**src/design/ptog_pkg.sv**
```systemverilog
package ptog_pkg;

    // Item modes carried on the input tuser
    localparam logic [1:0] MODE_CLEAR = 2'd0;
    localparam logic [1:0] MODE_POINT = 2'd1;
    localparam logic [1:0] MODE_READ  = 2'd2;
    localparam logic [1:0] MODE_NONE  = 2'd3;

    // Register indexes on the configuration port
    localparam logic [2:0] REG_ORIGIN_X  = 3'd0;
    localparam logic [2:0] REG_ORIGIN_Y  = 3'd1;
    localparam logic [2:0] REG_CELL_SIZE = 3'd2;
    localparam logic [2:0] REG_GRID_ROWS = 3'd3;
    localparam logic [2:0] REG_GRID_COLS = 3'd4;
    localparam logic [2:0] REG_MARGIN_EN = 3'd5;

    // Cell update constants
    localparam logic [6:0] HIT_LIMIT   = 7'd90;
    localparam logic [6:0] HIT_GAIN    = 7'd10;
    localparam logic [6:0] CELL_FULL   = 7'd100;
    localparam logic [6:0] MARGIN_GAIN = 7'd5;

    // Memory read address select
    localparam logic [1:0] ADDR_RI  = 2'd0;
    localparam logic [1:0] ADDR_HIT = 2'd1;
    localparam logic [1:0] ADDR_NB  = 2'd2;

    // Neighbor order
    localparam logic [1:0] NB_UP    = 2'd0;
    localparam logic [1:0] NB_DOWN  = 2'd1;
    localparam logic [1:0] NB_LEFT  = 2'd2;
    localparam logic [1:0] NB_RIGHT = 2'd3;

    typedef struct packed {
        logic signed [15:0] origin_x;
        logic signed [15:0] origin_y;
        logic [9:0]         cell_size;
        logic [8:0]         grid_rows;
        logic [7:0]         grid_cols;
        logic               margin_en;
    } t_cfg;

    typedef struct packed {
        logic       load_item;
        logic       div_step;
        logic       calc;
        logic       idx;
        logic       res_load;
        logic [1:0] addr_sel;
        logic [1:0] nb_sel;
        logic       hit_wr;
        logic       nb_wr;
        logic       clr_start;
        logic       clr_wr;
        logic       out_push;
    } t_cmd;

    typedef struct packed {
        logic [1:0] mode;
        logic       div_last;
        logic       inb;
        logic       hit_ok;
        logic       nb_ok;
        logic       nb_need;
        logic       clr_last;
        logic       out_free;
        logic       margin_en;
    } t_sts;

endpackage

```
**src/design/ptog_ctrl.sv**
```systemverilog
module ptog_ctrl
    import ptog_pkg::*;
(
    input  logic i_clk,
    input  logic i_rst_n,
    input  logic i_valid,
    input  logic [1:0] i_mode,
    output logic o_ready,
    input  t_sts i_sts,
    output t_cmd o_cmd
);

    localparam logic [3:0] S_CLR  = 4'd0;
    localparam logic [3:0] S_IDLE = 4'd1;
    localparam logic [3:0] S_DIV  = 4'd2;
    localparam logic [3:0] S_CALC = 4'd3;
    localparam logic [3:0] S_IDX  = 4'd4;
    localparam logic [3:0] S_RD   = 4'd5;
    localparam logic [3:0] S_HRD  = 4'd6;
    localparam logic [3:0] S_HWR  = 4'd7;
    localparam logic [3:0] S_NRD  = 4'd8;
    localparam logic [3:0] S_NWR  = 4'd9;
    localparam logic [3:0] S_OUT  = 4'd10;

    logic [3:0] r_state, n_state;
    logic [1:0] r_nb_k, n_nb_k;
    logic       r_clr_item, n_clr_item;
    logic       accept;

    assign o_ready = r_state == S_IDLE;
    assign accept  = i_valid && o_ready;

    always_comb begin
        n_state    = r_state;
        n_nb_k     = r_nb_k;
        n_clr_item = r_clr_item;
        o_cmd      = '0;
        o_cmd.addr_sel = ADDR_RI;
        o_cmd.nb_sel   = r_nb_k;
        unique case (r_state)
            // Sweep the store with zeros
            S_CLR: begin
                o_cmd.clr_wr = 1'b1;
                if (i_sts.clr_last) begin
                    n_state = r_clr_item ? S_OUT : S_IDLE;
                end
            end
            // Take an item and dispatch by mode
            S_IDLE: begin
                if (accept) begin
                    o_cmd.load_item = 1'b1;
                    unique case (i_mode)
                        MODE_CLEAR: begin
                            o_cmd.clr_start = 1'b1;
                            n_clr_item      = 1'b1;
                            n_state         = S_CLR;
                        end
                        MODE_POINT, MODE_READ: n_state = S_DIV;
                        default:               n_state = S_OUT;
                    endcase
                end
            end
            S_DIV: begin
                o_cmd.div_step = 1'b1;
                if (i_sts.div_last) begin
                    n_state = S_CALC;
                end
            end
            S_CALC: begin
                o_cmd.calc = 1'b1;
                n_state    = S_IDX;
            end
            S_IDX: begin
                o_cmd.idx = 1'b1;
                if (i_sts.mode == MODE_READ) begin
                    n_state = S_RD;
                end else begin
                    o_cmd.res_load = 1'b1;
                    n_state = i_sts.inb ? S_HRD : S_OUT;
                end
            end
            // Read data for a read item is valid here
            S_RD: begin
                o_cmd.res_load = 1'b1;
                n_state        = S_OUT;
            end
            S_HRD: begin
                o_cmd.addr_sel = ADDR_HIT;
                n_state        = S_HWR;
            end
            S_HWR: begin
                o_cmd.addr_sel = ADDR_HIT;
                n_nb_k         = NB_UP;
                if (i_sts.hit_ok) begin
                    o_cmd.hit_wr = 1'b1;
                    n_state      = i_sts.margin_en ? S_NRD : S_OUT;
                end else begin
                    n_state = S_OUT;
                end
            end
            // Skip neighbors that fall off the grid
            S_NRD: begin
                o_cmd.addr_sel = ADDR_NB;
                if (i_sts.nb_ok) begin
                    n_state = S_NWR;
                end else if (r_nb_k == NB_RIGHT) begin
                    n_state = S_OUT;
                end else begin
                    n_nb_k = r_nb_k + 2'd1;
                end
            end
            S_NWR: begin
                o_cmd.addr_sel = ADDR_NB;
                o_cmd.nb_wr    = i_sts.nb_need;
                if (r_nb_k == NB_RIGHT) begin
                    n_state = S_OUT;
                end else begin
                    n_nb_k  = r_nb_k + 2'd1;
                    n_state = S_NRD;
                end
            end
            S_OUT: begin
                if (i_sts.out_free) begin
                    o_cmd.out_push = 1'b1;
                    n_clr_item     = 1'b0;
                    n_state        = S_IDLE;
                end
            end
            default: n_state = S_IDLE;
        endcase
    end

    always_ff @(posedge i_clk) begin
        if (!i_rst_n) begin
            r_state    <= S_CLR;
            r_nb_k     <= NB_UP;
            r_clr_item <= 1'b0;
        end else begin
            r_state    <= n_state;
            r_nb_k     <= n_nb_k;
            r_clr_item <= n_clr_item;
        end
    end

    // Checks
    a_clr_writes: assert property (@(posedge i_clk) disable iff (!i_rst_n)
        r_state == S_CLR |-> o_cmd.clr_wr && !o_ready)
        else $error("clear sweep stalled or open to input");

    a_push_after_clr_item: assert property (@(posedge i_clk) disable iff (!i_rst_n)
        (r_state == S_CLR && i_sts.clr_last && !r_clr_item) |=> r_state == S_IDLE)
        else $error("reset sweep produced a result");

    a_nb_needs_margin: assert property (@(posedge i_clk) disable iff (!i_rst_n)
        o_cmd.nb_wr |-> i_sts.nb_need && i_sts.margin_en)
        else $error("neighbor written without margin");

endmodule

```
**config.mk**
```make
export PLATFORM = sky130hd
export DESIGN_NAME = ptog_ctrl
export DESIGN_NICKNAME = d
export VERILOG_FILES = /design/src/design/ptog_pkg.sv /design/src/design/ptog_ctrl.sv
export SDC_FILE = /design/constraint.sdc
export NUM_CORES = 1
export LEC_CHECK = 0
export BUFFER_PORTS_ARGS = -buffer_cell sky130_fd_sc_hd__buf_4
export CORE_ASPECT_RATIO = 1.2
export CORE_MARGIN = 4
export CORE_UTILIZATION = 40
export DETAILED_ROUTE_END_ITERATION = 12
export GPL_TIMING_DRIVEN = 0
export PLACE_DENSITY_LB_ADDON = 0.12
export SYNTH_ARGS = -nofsm -noshare
export SYNTH_HDL_FRONTEND = slang
export SYNTH_SLANG_ARGS = --single-unit
```
**constraint.sdc**
```tcl
create_clock -name i_clk -period 2.01 [get_ports i_clk]
set_clock_uncertainty 0.15 [all_clocks]
set_input_delay 0.5025 -clock i_clk [delete_from_list [all_inputs] [get_ports i_clk]]
set_output_delay 0.5025 -clock i_clk [all_outputs]
set_load 0.01 [all_outputs]
```
After elaboration in Yosys (flattened, before gate mapping)
Cells that the tools add are included.
Widths: inputs -> output; s select.
{"block": "word_totals", "romBits": 0, "inputBits": 15, "word_cells": 74, "out_inout_bits": 15, "latchBits": 0, "reg_bits": 7, "memories": 0, "ramBits": 0}
{"block": "classes", "mul": 0, "bitwise_logic": 0, "n_reduce_logical": 11, "div_mod_pow": 0, "magnitude_cmp": 0, "shifts": 0, "eq_ne": 21, "n_addsub": 1, "n_mux": 38}
{"op": "$pmux 4 s11", "n": 1}
{"op": "$mux 4", "n": 9}
{"op": "$mux 1", "n": 18}
{"op": "$eq 4x3->1 const B", "n": 4}
{"op": "$eq 4x4->1 const B", "n": 3}
{"op": "$mux 2", "n": 5}
{"op": "$eq 4x2->1 const B", "n": 2}
{"op": "$ne 2x2->1 const B", "n": 4}
{"op": "$pmux 4 s2", "n": 1}
{"op": "$eq 2x2->1 const B", "n": 3}
{"op": "$pmux 2 s3", "n": 1}
{"op": "$reduce_or 2->1", "n": 3}
{"op": "$reduce_and 5->1", "n": 1}
{"op": "$eq 4x1->1 const B", "n": 1}
{"op": "$logic_not 4->1", "n": 1}
{"op": "$ne 2x1->1 const B", "n": 2}
{"op": "$pmux 1 s2", "n": 2}
{"op": "$pmux 2 s2", "n": 1}
{"op": "$reduce_and 4->1", "n": 1}
{"op": "$ne 3x3->1 const B", "n": 1}
{"op": "$reduce_bool 3->1", "n": 1}
{"op": "$add 2x1->2 const B", "n": 1}
{"op": "$eq 2x1->1 const B", "n": 1}
{"op": "$logic_not 2->1", "n": 1}
{"op": "other kinds (3)", "n": 3}

Depth between registers and ports, before layout
{"block": "depth", "depth_word": 5, "depth_mapped": 7, "depth_no_buf": 6}

Worst setup path before layout
OpenSTA, ideal clock, no wires.
{"block": "synth_path", "path_kind": "flip-flop to output port", "start": "reg r_state[3]", "end": "out o_cmd[2] (netlist name)", "required_ns": 1.357, "arrival_ns": 1.260, "path_stages_with_launch": 5, "setup_slack_ns": 0.098, "n_path_buf": 1, "cell_sequence": "dfxtp_1 buf_6 nor4b_4 and2_1 nor3b_2"}
{"element": "start: declaration", "line_no": "ptog_ctrl.sv:25", "source": "logic [3:0] r_state, n_state;"}
{"element": "start signal: assignment", "line_no": "ptog_ctrl.sv:139", "source": "r_state <= n_state;"}
{"element": "end: declaration", "line_no": "ptog_ctrl.sv:10", "source": "output t_cmd o_cmd"}

==> results by group <==
Setup path
  • R2R Path Start: r_state[3]$_SDFFE_PN0P_
  • CP top delay family: simple AND/OR/NAND/NOR gates
  • CP cell instances: buf_6, nor4b_4, and2_4, nor3b_4, buf_6
  • Reg2Reg Depth: 6
  • CP endpoint kind: output port
  • Critical path buffer and inverter count: 2
  • Reg2reg setup slack: 0.10 ns
  • Startpoint Class: flip-flop
  • Crit path top cell by count: buf_6
  • Worst EP required: 1.36 ns
  • R2r endpoint: r_state[3]$_SDFFE_PN0P_
  • Critical Setup Path Class: reg2out
  • Max FO, Critical Path: 8
  • Worst endpoint data arrival time: 1.42 ns
  • Worst path slowest cell: dfxtp_1
  • Slowest stage delay, CP: 0.30 ns

Synthesis
  • Library cells used by synthesis: 38
  • Post-synth top area share: 0.213
  • Multiplexer area fraction after synthesis: 0.0400
  • Post-Synth Adder-Cell Area: 0.0190
  • Seq cells post-synth: 7
  • Post-Syn Area: 657 sq um
  • Synth Instances: 86
  • Post-Synth XOR/XNOR Area: 0
  • Compound-Gate Fraction of Synth Area: 0.263
  • Post-synth net total: 102
  • Total number of yosys warnings: 0
  • Avg Cell Area, Syn: 7.64 sq um
  • Largest family of logic cells by synthesized area: simple AND/OR/NAND/NOR gates
  • Top cells by area, synth: dfxtp_1, a21oi_1, nor2_1
  • Sequential-to-total area share from yosys stat: 0.213
  • Simple-gate area share of the yosys netlist: 0.373
  • Dominant cell type by area after synthesis: dfxtp_1

Power and ir drop
  • NetSw: 0.312 mW
  • Clock group share of total power: 0.156
  • Leakage dissipation: 0.461 nW
  • Seq pwr share: 0.244
  • Int Pwr: 0.475 mW
  • Gate power share: 0.600
  • Switching share of power: 0.396
  • Pwr Total: 0.786 mW
  • VDD IR-drop max: 0.425 mV
  • Pwr/cell area: 774 mW/mm^2

Outcome
  • Failing checks: negative setup slack
  • Status: finished with violations

Layout
  • Nets: 140
  • Register area: 146 sq um
  • Util after Layout: 0.677
  • Most frequent cells in the layout: buf_4, nor2_1, a21oi_1
  • Diode count: 0
  • Layout cells sized above 1: 0.504
  • Fillers: 148
  • Commonest non-fill, non-tap cell in the layout: buf_4
  • Area grow syn2layout: 54.7%
  • Area of the multi-input gates: 504 sq um

STA
  • Worst slew margin: 0.732
  • Fin crit share: 1.03
  • Pins Over Slew Limit: 0
  • Worst Tran Pin Value: 0.402 ns
  • Fin. Hold Viols: 0
  • RSZ-0062 raised after global routing: yes
  • Fmax: 482 MHz
  • Setup TNS: -0.0639 ns
  • Final Setup Violations: 1
  • Final worst setup slack: -0.0639 ns
  • Fin crit period: 2.07 ns

Clock tree
  • Clk slew on worst S/H paths: 0.05 ns
  • Clk root buf: clkbuf_4
  • Clk buf depth: 2
  • TritonCTS Sinks: 7
  • TritonCTS buffer count: 3
  • Worst skew pair latency: 0.24 ns
  • H-tree Lvls: 1
  • TritonCTS clock tree: done

Global route
  • Aggregate global routing overflow: 0
  • Largest net degree at the start of global routing: 11
  • Total GRT Usage: 0.184
  • First-pass GRT wire length: 3190 um
  • Vias in the first global route: 739
  • Initial antenna violation count: 0

Floorplan
  • Die Y: 52.4 um
  • I/O pin cnt: 30
  • Initial core utilization: 0.438
  • FP Rows: 15
  • Core area: 0.00150 sq mm
  • Die Area: 0.00236 sq mm
  • DIE WIDTH: 45.0 um

Drt
  • Detail Route Antenna Nets: 0
  • DR vias: 787
  • Initial drt markers: 36
  • DRC violations left: 0
  • Drt pass-1 iters: 4
  • WL final: 1980 um
  • Routed wire per std cell: 14.2 um
  • Vias per cell: 5.62

Place
  • DPL Wire Length: 1490 um
  • Final GP Congestion: 0.859
  • Pre-CTS setup slack: 0.0873 ns
  • Number of buffers added on ports: 29

Flow run
  • Max-Cap Viols: 0

Min path
  • Hold Path Class: in2reg
  • Hold path start: i_rst_n
  • Hold path endpoint: r_state[1]$_SDFFE_PN0P_
  • Worst Hold Depth: 3
==> worst max path at each step <==
stage | startpoint | end | slack (ns) | cells past startpoint
after floorplan | r_state[3]$_SDFFE_PN0P_ | o_cmd[2] | 0.1 | 4
after global placement | i_sts[7] | r_state[3]$_SDFFE_PN0P_ | 0.08 | 5
after detailed placement | i_sts[7] | r_state[3]$_SDFFE_PN0P_ | 0.09 | 5
after CTS | r_state[3]$_SDFFE_PN0P_ | o_cmd[2] | -0.07 | 5
after global routing | r_state[3]$_SDFFE_PN0P_ | o_cmd[2] | -0.11 | 5
final | r_state[3]$_SDFFE_PN0P_ | o_cmd[2] | -0.06 | 5
==> per-layer routing <==
| metal | up-vias | global-route usage | share of wire |
|---|---|---|---|
| li1 | 385 | - | - |
| met1 | 352 | 0.214 | 0.37 |
| met2 | 43 | 0.309 | 0.53 |
| met3 | 7 | 0.0172 | 0.079 |
| met4 | 0 | 0.122 | 0.016 |
| met5 | - | 0 | 0 |
==> synth_stat cells (all sizes together) <==
master and n:
nor3 6, o21ai 3, clkbuf 1, and4 1, nand3b 2, buf 5
nor4 3, o41ai 1, inv 6, dfxtp 7, nand2b 2, a21oi 8
or2 1, o21a 1, nor3b 1, nand3 5, a32o 1, nor2 10
nor2b 3, mux2 2, a211o 1, a31oi 1, ha 1, o21bai 1
a211oi 3, a311o 1, and3 1, nor4b 1, nand2 5, and2 1
a2111oi 1
==> stage by stage <==
stage | instance area (sq um) | cells | hold WS (ns)
2_1_floorplan | 657 | 86 | 0.340
3_3_place_gp | 896 | 132 | 0.352
3_5_place_dp | 896 | 132 | 0.348
4_1_cts | 971 | 139 | 0.358
5_1_grt | 1020 | 140 | 0.370
6_report | 1020 | 140 | 0.364
==> tightest hold or removal path, delay by kind of cell <==
family,cells,cell delay (ns)
buffers and inverters,1,0.10
AND/OR/NAND/NOR,1,0.07
AO/OA/AOI/OAI,1,0.06
==> area by class of cell <==
type                       count  area share
multi-input combinational     67       0.496
timing repair buffer          34       0.255
sequential                     7       0.144
buffer                         5      0.0357
clock buffer                   4      0.0259
inverter                       6      0.0222
tap                           17      0.0209
==> registers in the layout, indices dropped and copies added, names as in the netlist <==
signal	count
r_state	4
r_nb_k	2
r_clr_item	1
==> power groups by stage <==
stage / logic, mW / registers [mW] / clock network [mW]
2_1_floorplan: 0.276 / 0.175 / 0
3_3_place_gp: 0.403 / 0.181 / 0
3_5_place_dp: 0.407 / 0.180 / 0
4_1_cts: 0.436 / 0.190 / 0.131
5_1_grt: 0.511 / 0.194 / 0.137
6_report: 0.472 / 0.192 / 0.123
==> kinds of logic after synthesis <==
kind of cell | Yosys count
simple gates | 42
compound gates | 22
buf+inv | 12
flops | 7
mux | 2
fa+ha+maj | 1
==> timing repair <==
action                                 4_1_cts  5_1_grt
hold buffers                                 0        0
resized for setup                            8       10
pin swaps                                    2        2
buffers inserted                             4        1
setup endpoints to repair                    7        8
endpoints found under the hold margin        0        0
Note: power is estimated with default switching activity, not from simulation.
